<file path="src/rtl/bffa_pkg.sv">
// shared constants, types and codes for the bitmap first-fit allocator
package bffa_pkg;

  localparam int POOL_UNITS = 256;
  localparam int UNIT_BYTES = 16;

  localparam int UNIT_W     = (POOL_UNITS > 2) ? $clog2(POOL_UNITS) : 1;
  localparam int UNIT_SHIFT = $clog2(UNIT_BYTES);
  localparam int BYTES_W    = 13;
  localparam int OFFSET_W   = 8;
  localparam int FRAG_W     = 32;
  localparam int REQ_UNITS_W = BYTES_W + 1 - UNIT_SHIFT;
  localparam int CNT_W      = (UNIT_W + 1 > REQ_UNITS_W) ? UNIT_W + 1 : REQ_UNITS_W;
  localparam int PAD_W      = CNT_W + UNIT_SHIFT;

  localparam logic [CNT_W-1:0]  POOL_CNT  = CNT_W'(POOL_UNITS);
  localparam logic [UNIT_W-1:0] LAST_UNIT = UNIT_W'(POOL_UNITS - 1);

  typedef enum logic [1:0] {
    MARK_FREE = 2'd0,
    MARK_HEAD = 2'd1,
    MARK_CONT = 2'd2
  } mark_t;

  typedef enum logic [1:0] {
    ST_OK      = 2'd0,
    ST_NOSPACE = 2'd1,
    ST_NOTHEAD = 2'd2
  } status_t;

  typedef enum logic {
    CMD_ALLOC = 1'b0,
    CMD_FREE  = 1'b1
  } command_t;

  typedef struct packed {
    logic              we;
    logic [UNIT_W-1:0] waddr;
    mark_t             wdata;
    logic [UNIT_W-1:0] raddr;
  } mark_req_t;

endpackage

</file>
<file path="src/rtl/bffa_ifs.sv">
// request and response channel interfaces of the allocator
interface bffa_req_if import bffa_pkg::*; ();
  logic                valid;
  logic                ready;
  logic                command;
  logic [BYTES_W-1:0]  request_bytes;
  logic [OFFSET_W-1:0] block_offset;

  modport source (output valid, command, request_bytes, block_offset, input ready);
  modport sink (input valid, command, request_bytes, block_offset, output ready);
endinterface

interface bffa_rsp_if import bffa_pkg::*; ();
  logic                valid;
  logic                ready;
  logic [1:0]          status;
  logic [OFFSET_W-1:0] granted_offset;
  logic [FRAG_W-1:0]   frag_total;

  modport source (output valid, status, granted_offset, frag_total, input ready);
  modport sink (input valid, status, granted_offset, frag_total, output ready);
endinterface

</file>
<file path="src/rtl/bffa_mark_store.sv">
// unit mark memory with its clearing sweep after reset
module bffa_mark_store import bffa_pkg::*; (
  input  logic      clk,
  input  logic      rst,
  input  mark_req_t req,
  output mark_t     rd_data,
  output logic      clearing
);

  mark_t             mem [POOL_UNITS];
  logic [UNIT_W-1:0] clr_idx;

  always_ff @(posedge clk) begin
    if (rst) begin
      clearing <= 1'b1;
      clr_idx  <= '0;
    end else if (clearing) begin
      if (clr_idx == LAST_UNIT) begin
        clearing <= 1'b0;
      end
      clr_idx <= clr_idx + UNIT_W'(1);
    end
  end

  always_ff @(posedge clk) begin
    if (clearing) begin
      mem[clr_idx] <= MARK_FREE;
    end else if (req.we) begin
      mem[req.waddr] <= req.wdata;
    end
    rd_data <= mem[req.raddr];
  end

endmodule

</file>
<file path="src/rtl/bitmap_first_fit_allocator_unit.sv">
// Bitmap first-fit pool allocator over POOL_UNITS units of 16 bytes, one
// request beat in, one response beat out. After reset a clearing pass marks
// every unit free; no request is taken until it ends.
// Every step walks the mark memory one unit per cycle through its one read
// port and one write port. An allocate scans for the first fitting run of
// free units, then marks each granted unit, then posts the response.
// A refused allocate (zero bytes or larger than the pool) goes straight to
// the response. A free checks that the unit is a head, then releases it and
// each continuation unit after it, stopping at the first unit that is not a
// continuation or at the end of the pool; a free of a unit that is not a
// head answers with ST_NOTHEAD.
// The response sits in an output register, so a new request is accepted while
// the previous response still waits to be taken.
module bitmap_first_fit_allocator_unit import bffa_pkg::*; (
  input logic    clk,
  input logic    rst,
  bffa_req_if.sink   req,
  bffa_rsp_if.source rsp
);

  typedef enum logic [5:0] {
    S_IDLE       = 6'b000001,
    S_SCAN       = 6'b000010,
    S_MARK       = 6'b000100,
    S_FREE_CHECK = 6'b001000,
    S_FREE_WALK  = 6'b010000,
    S_RESP       = 6'b100000
  } state_t;

  state_t             state, state_next;
  logic [CNT_W-1:0]   units, units_next;
  logic [BYTES_W-1:0] bytes, bytes_next;
  logic [UNIT_W-1:0]  base, base_next;
  logic [UNIT_W-1:0]  cur, cur_next;
  logic [UNIT_W-1:0]  chk, chk_next;
  logic [UNIT_W-1:0]  last, last_next;
  logic [CNT_W-1:0]   run, run_next;
  logic [FRAG_W-1:0]  waste, waste_next;
  status_t            resp_status, resp_status_next;
  logic [UNIT_W-1:0]  resp_offset, resp_offset_next;

  logic               out_valid;
  status_t            out_status;
  logic [OFFSET_W-1:0] out_offset;
  logic [FRAG_W-1:0]  out_frag;

  mark_req_t          mreq;
  mark_t              rd_data;
  logic               clearing;

  logic               accept;
  logic               out_load;
  logic [BYTES_W:0]   round_sum;
  logic [CNT_W-1:0]   req_units;
  logic [CNT_W-1:0]   req_offset;
  logic [CNT_W-1:0]   run_inc;
  logic [CNT_W-1:0]   start_full;
  logic [PAD_W-1:0]   pad;
  logic [FRAG_W:0]    waste_sum;

  bffa_mark_store u_store (
    .clk      (clk),
    .rst      (rst),
    .req      (mreq),
    .rd_data  (rd_data),
    .clearing (clearing)
  );

  assign req.ready  = (state == S_IDLE) && !clearing;
  assign accept     = req.valid && req.ready;
  assign out_load   = (state == S_RESP) && (!out_valid || rsp.ready);

  assign round_sum  = (BYTES_W + 1)'(req.request_bytes) + (BYTES_W + 1)'(UNIT_BYTES - 1);
  assign req_units  = CNT_W'(round_sum >> UNIT_SHIFT);
  assign req_offset = CNT_W'(req.block_offset);
  assign run_inc    = (rd_data == MARK_FREE) ? run + CNT_W'(1) : '0;
  assign start_full = CNT_W'(chk) + CNT_W'(1) - units;
  assign pad        = {units, UNIT_SHIFT'(0)} - PAD_W'(bytes);
  assign waste_sum  = {1'b0, waste} + (FRAG_W + 1)'(pad);

  always_comb begin
    state_next       = state;
    units_next       = units;
    bytes_next       = bytes;
    base_next        = base;
    cur_next         = cur;
    chk_next         = chk;
    last_next        = last;
    run_next         = run;
    waste_next       = waste;
    resp_status_next = resp_status;
    resp_offset_next = resp_offset;
    mreq.we          = 1'b0;
    mreq.waddr       = cur;
    mreq.wdata       = MARK_FREE;
    mreq.raddr       = '0;

    case (state)
      S_IDLE: begin
        mreq.raddr = (req.command == CMD_FREE) ? UNIT_W'(req_offset) : '0;
        if (accept) begin
          units_next       = req_units;
          bytes_next       = req.request_bytes;
          base_next        = UNIT_W'(req_offset);
          cur_next         = UNIT_W'(1);
          chk_next         = '0;
          run_next         = '0;
          resp_offset_next = '0;
          if (req.command == CMD_FREE) begin
            if (req_offset >= POOL_CNT) begin
              resp_status_next = ST_NOTHEAD;
              state_next       = S_RESP;
            end else begin
              state_next = S_FREE_CHECK;
            end
          end else if (req.request_bytes == '0 || req_units > POOL_CNT) begin
            resp_status_next = ST_NOSPACE;
            state_next       = S_RESP;
          end else begin
            state_next = S_SCAN;
          end
        end
      end
      S_SCAN: begin
        mreq.raddr = cur;
        cur_next   = cur + UNIT_W'(1);
        run_next   = run_inc;
        chk_next   = chk + UNIT_W'(1);
        if (run_inc == units) begin
          base_next  = UNIT_W'(start_full);
          cur_next   = UNIT_W'(start_full);
          last_next  = chk;
          state_next = S_MARK;
        end else if (chk == LAST_UNIT) begin
          resp_status_next = ST_NOSPACE;
          state_next       = S_RESP;
        end
      end
      S_MARK: begin
        mreq.we    = 1'b1;
        mreq.waddr = cur;
        mreq.wdata = (cur == base) ? MARK_HEAD : MARK_CONT;
        cur_next   = cur + UNIT_W'(1);
        if (cur == last) begin
          waste_next       = waste_sum[FRAG_W] ? '1 : waste_sum[FRAG_W-1:0];
          resp_status_next = ST_OK;
          resp_offset_next = base;
          state_next       = S_RESP;
        end
      end
      S_FREE_CHECK: begin
        mreq.raddr = base + UNIT_W'(1);
        if (rd_data != MARK_HEAD) begin
          resp_status_next = ST_NOTHEAD;
          state_next       = S_RESP;
        end else begin
          mreq.we          = 1'b1;
          mreq.waddr       = base;
          resp_status_next = ST_OK;
          cur_next         = base + UNIT_W'(1);
          state_next       = (base == LAST_UNIT) ? S_RESP : S_FREE_WALK;
        end
      end
      S_FREE_WALK: begin
        mreq.raddr = cur + UNIT_W'(1);
        if (rd_data == MARK_CONT) begin
          mreq.we    = 1'b1;
          mreq.waddr = cur;
          cur_next   = cur + UNIT_W'(1);
          if (cur == LAST_UNIT) begin
            state_next = S_RESP;
          end
        end else begin
          state_next = S_RESP;
        end
      end
      S_RESP: begin
        if (out_load) begin
          state_next = S_IDLE;
        end
      end
      default: begin
        state_next = S_IDLE;
      end
    endcase
  end

  always_ff @(posedge clk) begin
    if (rst) begin
      state     <= S_IDLE;
      waste     <= '0;
      out_valid <= 1'b0;
    end else begin
      state <= state_next;
      waste <= waste_next;
      if (out_load) begin
        out_valid <= 1'b1;
      end else if (rsp.ready) begin
        out_valid <= 1'b0;
      end
    end
  end

  always_ff @(posedge clk) begin
    units       <= units_next;
    bytes       <= bytes_next;
    base        <= base_next;
    cur         <= cur_next;
    chk         <= chk_next;
    last        <= last_next;
    run         <= run_next;
    resp_status <= resp_status_next;
    resp_offset <= resp_offset_next;
    if (out_load) begin
      out_status <= resp_status;
      out_offset <= OFFSET_W'(resp_offset);
      out_frag   <= waste;
    end
  end

  assign rsp.valid          = out_valid;
  assign rsp.status         = out_status;
  assign rsp.granted_offset = out_offset;
  assign rsp.frag_total     = out_frag;

endmodule
</file>
<file path="src/flat_wrapper.sv">
// flat-port wrapper written by rule: the top's interface ports become plain ports
module bitmap_first_fit_allocator_unit_flat import bffa_pkg::*;
  (clk, rst, req_valid, req_command, req_request_bytes, req_block_offset, req_ready, rsp_valid, rsp_status, rsp_granted_offset, rsp_frag_total, rsp_ready);
  bffa_req_if req_i ();
  bffa_rsp_if rsp_i ();
  input logic clk;
  input logic rst;
  input wire logic [$bits(req_i.valid)-1:0] req_valid;
  input wire logic [$bits(req_i.command)-1:0] req_command;
  input wire logic [$bits(req_i.request_bytes)-1:0] req_request_bytes;
  input wire logic [$bits(req_i.block_offset)-1:0] req_block_offset;
  output wire logic [$bits(req_i.ready)-1:0] req_ready;
  output wire logic [$bits(rsp_i.valid)-1:0] rsp_valid;
  output wire logic [$bits(rsp_i.status)-1:0] rsp_status;
  output wire logic [$bits(rsp_i.granted_offset)-1:0] rsp_granted_offset;
  output wire logic [$bits(rsp_i.frag_total)-1:0] rsp_frag_total;
  input wire logic [$bits(rsp_i.ready)-1:0] rsp_ready;
  assign req_i.valid = req_valid;
  assign req_i.command = req_command;
  assign req_i.request_bytes = req_request_bytes;
  assign req_i.block_offset = req_block_offset;
  assign req_ready = req_i.ready;
  assign rsp_valid = rsp_i.valid;
  assign rsp_status = rsp_i.status;
  assign rsp_granted_offset = rsp_i.granted_offset;
  assign rsp_frag_total = rsp_i.frag_total;
  assign rsp_i.ready = rsp_ready;
  bitmap_first_fit_allocator_unit u_core (.clk(clk), .rst(rst), .req(req_i), .rsp(rsp_i));
endmodule
</file>
<file path="config.mk">
export PLATFORM = sky130hd
export DESIGN_NAME = bitmap_first_fit_allocator_unit_flat
export DESIGN_NICKNAME = d
export VERILOG_FILES = /design/src/rtl/bffa_pkg.sv /design/src/rtl/bffa_ifs.sv /design/src/rtl/bffa_mark_store.sv /design/src/rtl/bitmap_first_fit_allocator_unit.sv /design/src/flat_wrapper.sv
export SDC_FILE = /design/constraint.sdc
export NUM_CORES = 1
export LEC_CHECK = 0
export ABC_AREA = 1
export ABC_CLOCK_PERIOD_IN_PS = 13600
export BUFFER_PORTS_ARGS = -buffer_cell sky130_fd_sc_hd__buf_4
export CORE_ASPECT_RATIO = 0.75
export CORE_UTILIZATION = 40
export CTS_CLUSTER_SIZE = 14
export DETAILED_ROUTE_END_ITERATION = 6
export PLACE_DENSITY = 0.69
export SYNTH_ARGS = -nofsm -noshare
export SYNTH_HDL_FRONTEND = slang
export SYNTH_SLANG_ARGS = --single-unit
</file>
<file path="constraint.sdc">
create_clock -name clk -period 13.6 [get_ports clk]
set_input_delay 3.4 -clock clk [delete_from_list [all_inputs] [get_ports clk]]
set_output_delay 3.4 -clock clk [all_outputs]
set_load 0.02 [all_outputs]
</file>
==> run_results.csv, run 1 <==
group,metric,value,unit
outcome,outcome,"finished clean",
critical_path,r2r_start,"u_core.cur[0]",
cts,hold_buffers,0,
cts,cts-htree-levels,3,
place,hpwl,48700,µm
critical_path,reg2reg_depth,15,
critical_path,crit_slowest_cell,"buf_4",
routing,wl_per_cell,18.0,µm
cts,ctsResizeCount,0,
critical_path,crit_required,14.11,ns
critical_path,reg2reg_to,"u_core.u_store.rd_data[0]",
yosys,yosys-top-cells-area,"edfxtp_1 57%, nand2_1 7.5%, nand3_1 6.9%",
sta,slew_violations,0,
yosys,yosysTopAreaCell,"edfxtp_1",
final_layout,area_growth,10.2,%
global_routing,grt_use_met2,28.4,%
floorplanning,die-area,83700,µm²
routing,num_vias,23700,
critical_path,worst-path-stages,17,
yosys,synth_area_per_cell,9.56,µm²
routing,drt_wl_total,82100,µm
yosys,ys_types,54,
hold_path,min_path_type,"register to register",
yosys,syn_area,33000,µm²
pwr,ir_drop,0.164,mV
routing,drt_first_pass_iters,6,
floorplanning,die_h,251,µm
final_layout,antenna-diode-count,0,
critical_path,cp_top_family,"simple AND/OR/NAND/NOR gates",
yosys,synth_edf_count,629,
global_routing,grt_util_met1,29.2,%
yosys,yosysWarnings,0,
run,max-cap-violations,0,
cts,cts_root_buf,"clkbuf_16",
sta,tns,0,ns
yosys,seq_area_frac_synth,60.3,%
yosys,synth-main-ff-cell,"edfxtp_1",
floorplanning,core,81100,µm²
global_routing,grt_pass1_wl,126000,µm
yosys,ys_ff_latch,679,
floorplanning,die_w,334,µm
yosys,postSynth.asyncResetShare,0,%
pwr,p_leak,0.0149,µW
cts,cts.clk_slew.worst_paths,0.06,ns
routing,post_drt_via_cell_ratio,5.20,
critical_path,critPathMaxFanout,108,
critical_path,slowest_delay,1.00,ns
yosys,synth_nets,3522,
critical_path,startpoint,"req_command",
yosys,synth_top_cells_by_count,"661 x nand2_1, 629 x edfxtp_1, 578 x inv_1",
pwr,power_density,143,nW/µm²
global_routing,gr-max-usage-layer,"met1",
routing,drc,0,
place,numPortBuffers,69,
sta,holdWs,0.418,ns
final_layout,fillers,7643,
cts,cts_buffers,70,
critical_path,crit_end,"u_core.u_store.rd_data[0]",
critical_path,arrival,7.12,ns
floorplanning,rows,90,
sta,rsz0062_at_grt,"no",
yosys,syn-instance-count,3451,
critical_path,endpoint_kind,"register",
final_layout,design_area,36400,µm²
global_routing,track_usage,19.4,%
global_routing,grt_antenna_before_repair,0,
place,gp_congestion,0.929,
critical_path,r2r_slack,9.12,ns
critical_path,crit_type,"input pin to register",
cts,clock-sinks,679,
critical_path,cp.buffers_inverters,4,
floorplanning,initial_core_util,40.7,%
sta,fin_crit_sh,48.6,%
critical_path,start_kind,"input pin",
global_routing,grt_pass1_vias,21800,
floorplanning,ios,70,
routing,drt_iter0_drc,3144,
critical_path,cpMostUsedCell,"nand3_1",
sta,max_freq,151,MHz
cts,clk_latency,0.63,ns
routing,ant_nets,0,
place,place_area,34200,µm²
sta,finalCriticalPeriod,6.60,ns
global_routing,grt_max_degree,257,
sta,slew_headroom,16.9,%
sta,hold_violations,0,
yosys,synthMostInstantiatedCell,"nand2_1",
final_layout,post_route_cells_drive_above_1_share,8.12,%
global_routing,met3_usage,4.20,%
critical_path,worstPathCellList,"buf_4, nand2_1, inv_1, nand4_1, nand2_1, inv_1, nand2_4, buf_4, nand2_1, nand3_1, nand3_1, nand3_1, nand3_1, nand3_1, nand3_1, nand3_1, nand2_1",
cts,cts.path.max_buffers,3,
sta,fin_skew,0.0230,ns
cts,cts_tree,"yes",
final_layout,nets,3527,
sta,tightest_slew,1.25,ns
sta,final-setup-viol-count,0,
global_routing,grt_overflow,0,
cts,cts_setup_buffers,0,
yosys,synth_top_cell_area_share,57.2,%
## layer usage
metal | up-vias | share of wire [%]
met5 | - | 0
met2 | 1023 | 43
met4 | 0 | 1.9
li1 | 11400 | -
met1 | 11200 | 45
met3 | 110 | 9.6
## cell usage in the layout (no fill, tap or decap), types with 11 or more instances in the layout
cell type  synthesis  routed
edfxtp_1         629     629
dfxtp_1           50      50
o211ai_1          63      63
nand2_1          661     660
nor2_2            22      22
nor2_4             8      12
nor2_1           400     396
clkinv_1           1      13
xnor2_1           17      17
ha_1              43      43
clkbuf_16          0      70
nand2_2           19      19
xor2_1            36      36
o21ai_0           84      84
o221ai_1          11      11
a31oi_1           13      13
nor3_1            37      35
clkinv_2           1      14
a21oi_1           61      61
nand3_1          453     453
clkbuf_1          52      17
inv_1            578     578
nand4_1           24      24
buf_4              2      81
## registers in the layout, indices dropped and copies added (netlist names), 6 cells and up
name,flops
u_core.u_store.mem,512
u_core.rsp.frag_total,32
u_core.waste,32
u_core.bytes,13
u_core.run,10
u_core.units,10
u_core.base,8
u_core.chk,8
u_core.cur,8
u_core.last,8
u_core.resp_offset,8
u_core.rsp.granted_offset,8
u_core.u_store.clr_idx,8
u_core.state,6
## worst min-delay path by stage
stage                               start                      endpoint  cells after the start
detailed placement  u_core.resp_offset[3]  u_core.rsp.granted_offset[3]                      0
finish              u_core.resp_offset[3]  u_core.rsp.granted_offset[3]                      0
global route        u_core.resp_offset[5]  u_core.rsp.granted_offset[5]                      0
floorplan           u_core.resp_offset[0]  u_core.rsp.granted_offset[0]                      0
global placement    u_core.resp_status[1]          u_core.rsp.status[1]                      0
CTS                 u_core.resp_status[1]          u_core.rsp.status[1]                      0
## final cells by class
class	instances	area, µm²	share of cell area (%)
flip-flops and latches	679	19900	54.7
multi-input cells	2026	10000	27.6
inverters	594	2240	6.17
clock buffers	89	1840	5.07
well taps	1058	1320	3.64
repair buffers	85	688	1.89
clock inverters	37	332	0.912
## where the power goes
part	total, µW	internal (µW)	switching, µW
logic	1000	278	725
registers	2340	2300	36.8
clock network	1860	1040	820
total	5210	3630	1580
## cells by family after synthesis
group                      share of synthesized area, %
AOI/OAI and AO/OA                                  4.92
xor gates and xnor gates                           1.41
adders and majority gates                          1.75
buffers and inverters                              9.43
DFF                                                60.3
muxes                                            0.0341
and+or+nand+nor                                    22.2
## metrics by stage
step / setup WS, ns / cells / util, % / power [µW]
4_1_cts: 7.14 / 4568 / 44.9 / 5210
3_5_place_dp: 6.48 / 4442 / 42.2 / 3360
6_report: 7.00 / 4568 / 44.9 / 5210
3_3_place_gp: 6.51 / 4442 / 42.2 / 3360
5_1_grt: 6.76 / 4568 / 44.9 / 5400
2_1_floorplan: 0.659 / 3451 / - / 3070
Note: power is estimated with default switching activity, not from simulation.
==> run 2: changes to the inputs <==
--- a/config.mk
+++ b/config.mk
@@ -5,8 +5,8 @@
 export SDC_FILE = /design/constraint.sdc
 export NUM_CORES = 1
 export LEC_CHECK = 0
-export ABC_AREA = 1
-export ABC_CLOCK_PERIOD_IN_PS = 13600
+export ABC_AREA = 0
+export ABC_CLOCK_PERIOD_IN_PS = 5650
 export BUFFER_PORTS_ARGS = -buffer_cell sky130_fd_sc_hd__buf_4
 export CORE_ASPECT_RATIO = 0.75
 export CORE_UTILIZATION = 40
==> constraint.sdc (replaced) <==
create_clock -name clk -period 5.65 [get_ports clk]
set_input_delay 1.4125 -clock clk [delete_from_list [all_inputs] [get_ports clk]]
set_output_delay 1.4125 -clock clk [all_outputs]
set_load 0.02 [all_outputs]
==> run_results.csv, run 2 <==
group,metric,value,unit
yosys,postSynth.asyncResetShare,0,%
place,gp_congestion,0.928,
sta,tightest_slew,1.30,ns
final_layout,multiInputGateArea,10200,µm²
critical_path,crit_type,"register to register",
routing,drc,1,
critical_path,endpoint_kind,"register",
routing,ant_nets,0,
outcome,violations,"design-rule violations",
sta,slew_headroom,13.3,%
critical_path,critPathMaxFanout,22,
sta,finalCriticalPeriod,4.53,ns
yosys,synth_top_cells_by_count,"629 x edfxtp_1, 496 x nand2_1, 353 x nor2_1",
routing,drt_first_pass_iters,7,
global_routing,grt_pass1_vias,20600,
global_routing,grt_antenna_before_repair,1,
place,numPortBuffers,69,
final_layout,design_area,34800,µm²
sta,fin_skew,0.0236,ns
critical_path,r2r_start,"u_core.state[0]",
final_layout,ff_latch_area,19900,µm²
yosys,synth_nets,2783,
run,max-cap-violations,0,
sta,fin_crit_sh,80.1,%
sta,hold_violations,0,
routing,num_vias,21900,
critical_path,startpoint,"u_core.state[0]",
pwr,ir_drop,0.295,mV
yosys,synth-main-ff-cell,"edfxtp_1",
place,place_area,32700,µm²
floorplanning,core,75900,µm²
final_layout,layout_commonest_cell,"edfxtp_1",
floorplanning,die-area,78500,µm²
hold_path,min_path_type,"register to register",
final_layout,final_cell_mix,"629 x edfxtp_1, 495 x nand2_1, 353 x nor2_1",
routing,wl_per_cell,21.8,µm
sta,final-setup-viol-count,0,
yosys,synth_edf_count,629,
critical_path,reg2reg_to,"u_core.u_store.mem[243][0]",
final_layout,regMostFlops,"u_core.u_store.mem",
pwr,p_total,12700,µW
yosys,yosysTopAreaCell,"edfxtp_1",
cts,cts_root_buf,"clkbuf_16",
final_layout,area_growth,12.4,%
outcome,outcome,"finished, violations left",
floorplanning,ios,70,
yosys,yosys-top-cells-area,"edfxtp_1 61%, nand2_1 6.0%, nand3_1 4.3%",
critical_path,reg2reg_depth,10,
cts,hold_buffers,0,
yosys,synth_top_cell_area_share,61.0,%
global_routing,grt_pass1_wl,126000,µm
final_layout,largest_reg_flops,512,
yosys,synthMostInstantiatedCell,"edfxtp_1",
final_layout,post-route-util,45.9,%
floorplanning,initial_core_util,40.8,%
critical_path,start_kind,"register",
floorplanning,die_h,243,µm
global_routing,grt_overflow,0,
final_layout,antenna-diode-count,0,
floorplanning,rows,87,
routing,post_drt_via_cell_ratio,5.71,
final_layout,post_route_cells_drive_above_1_share,9.88,%
yosys,syn_area,31000,µm²
place,hpwl,52700,µm
cts,cts_tree,"yes",
sta,slew_violations,0,
cts,cts_buffers,68,
cts,ctsResizeCount,0,
cts,cts.clk_slew.worst_paths,0.06,ns
final_layout,nets,2822,
yosys,seq_area_frac_synth,64.2,%
yosys,synth_area_per_cell,11.4,µm²
cts,cts_setup_buffers,0,
yosys,ys_types,74,
cts,cts.path.max_buffers,3,
cts,cts-htree-levels,3,
global_routing,track_usage,21.1,%
critical_path,r2r_slack,1.12,ns
sta,rsz0062_at_grt,"no",
routing,drt_iter0_drc,2848,
yosys,syn-instance-count,2712,
critical_path,crit_end,"u_core.u_store.mem[243][0]",
yosys,yosysWarnings,0,
sta,max_freq,221,MHz
final_layout,fillers,6836,
critical_path,arrival,4.82,ns
pwr,power_density,366,nW/µm²
critical_path,crit_required,5.95,ns
yosys,ys_ff_latch,679,
cts,clk_latency,0.62,ns
pwr,p_leak,0.0125,µW
floorplanning,die_w,323,µm
global_routing,grt_max_degree,257,
routing,drt_wl_total,83300,µm
cts,clock-sinks,679,
run 2: cell types whose count changed in the layout (fill, tap and decap cells not counted), moves of 52 or more:
cell and change:
inv_1 -538, mux2i_1 +106, nand2_1 -165, nand3_1 -187
o211ai_1 -52, o21ai_0 -60
run 2: worst min-delay path by stage:
| stage | start | end | cells past startpoint |
|---|---|---|---|
| finish | u_core.resp_offset[1] | u_core.rsp.granted_offset[1] | 0 |
| global route | u_core.resp_status[1] | u_core.rsp.status[1] | 0 |
| CTS | u_core.resp_offset[1] | u_core.rsp.granted_offset[1] | 0 |
| detailed placement | u_core.resp_offset[1] | u_core.rsp.granted_offset[1] | 0 |
| global placement | u_core.resp_offset[7] | u_core.rsp.granted_offset[7] | 0 |
| floorplan | u_core.resp_offset[0] | u_core.rsp.granted_offset[0] | 0 |
run 2: routing by layer:
metal  GRT usage [%]  vias up  part of all wire, %
met2            30.1     1186                   43
met4            5.83        2                  2.3
met3            5.34      133                   11
met5               0        -                0.016
met1            31.4    10700                   44
li1                -     9870                    -
run 2: final cells by class:
type,instances,area share [%]
clock inverter,43,0.956
multi-input combinational,1827,29.4
timing repair buffer,134,3.29
tap,1023,3.68
sequential,679,57.2
clock buffer,79,5.10
inverter,41,0.442
run 2: stage by stage:
| stage | setup WS [ns] | hold WS (ns) | std cells | TNS, ns |
|---|---|---|---|---|
| 3_3_place_gp | 0.936 | 0.403 | 3704 | 0 |
| 2_1_floorplan | -0.716 | 0.400 | 2712 | -183.26 |
| 5_1_grt | 0.814 | 0.435 | 3826 | 0 |
| 3_5_place_dp | 0.961 | 0.405 | 3704 | 0 |
| 6_report | 1.12 | 0.419 | 3826 | 0 |
| 4_1_cts | 1.19 | 0.419 | 3826 | 0 |
run 2: kinds of logic after synthesis:
logic type / after synthesis / share of synthesized area (%)
AOI/OAI and AO/OA: 247 / 5.56
xor gates and xnor gates: 99 / 2.80
adders and majority gates: 45 / 1.87
buffers and inverters: 206 / 3.01
DFF: 679 / 64.2
muxes: 113 / 3.68
and+or+nand+nor: 1323 / 18.8
run 2: worst max-delay path, cell delays in order, from the launching register on:
cell,delay [ns]
dfxtp_1,0.41
or4_1,0.58
nor2_1,0.26
nand3b_1,0.28
a31oi_1,0.24
buf_4,0.26
a21oi_1,0.13
nor2_1,0.66
nand3_1,0.70
buf_4,0.46
nor2_1,0.22
run 2: power breakdown:
group	internal [µW]	total [µW]	switching (µW)
Combinational	882	2760	1880
Clock	2410	4350	1950
Sequential	5530	5620	90.4
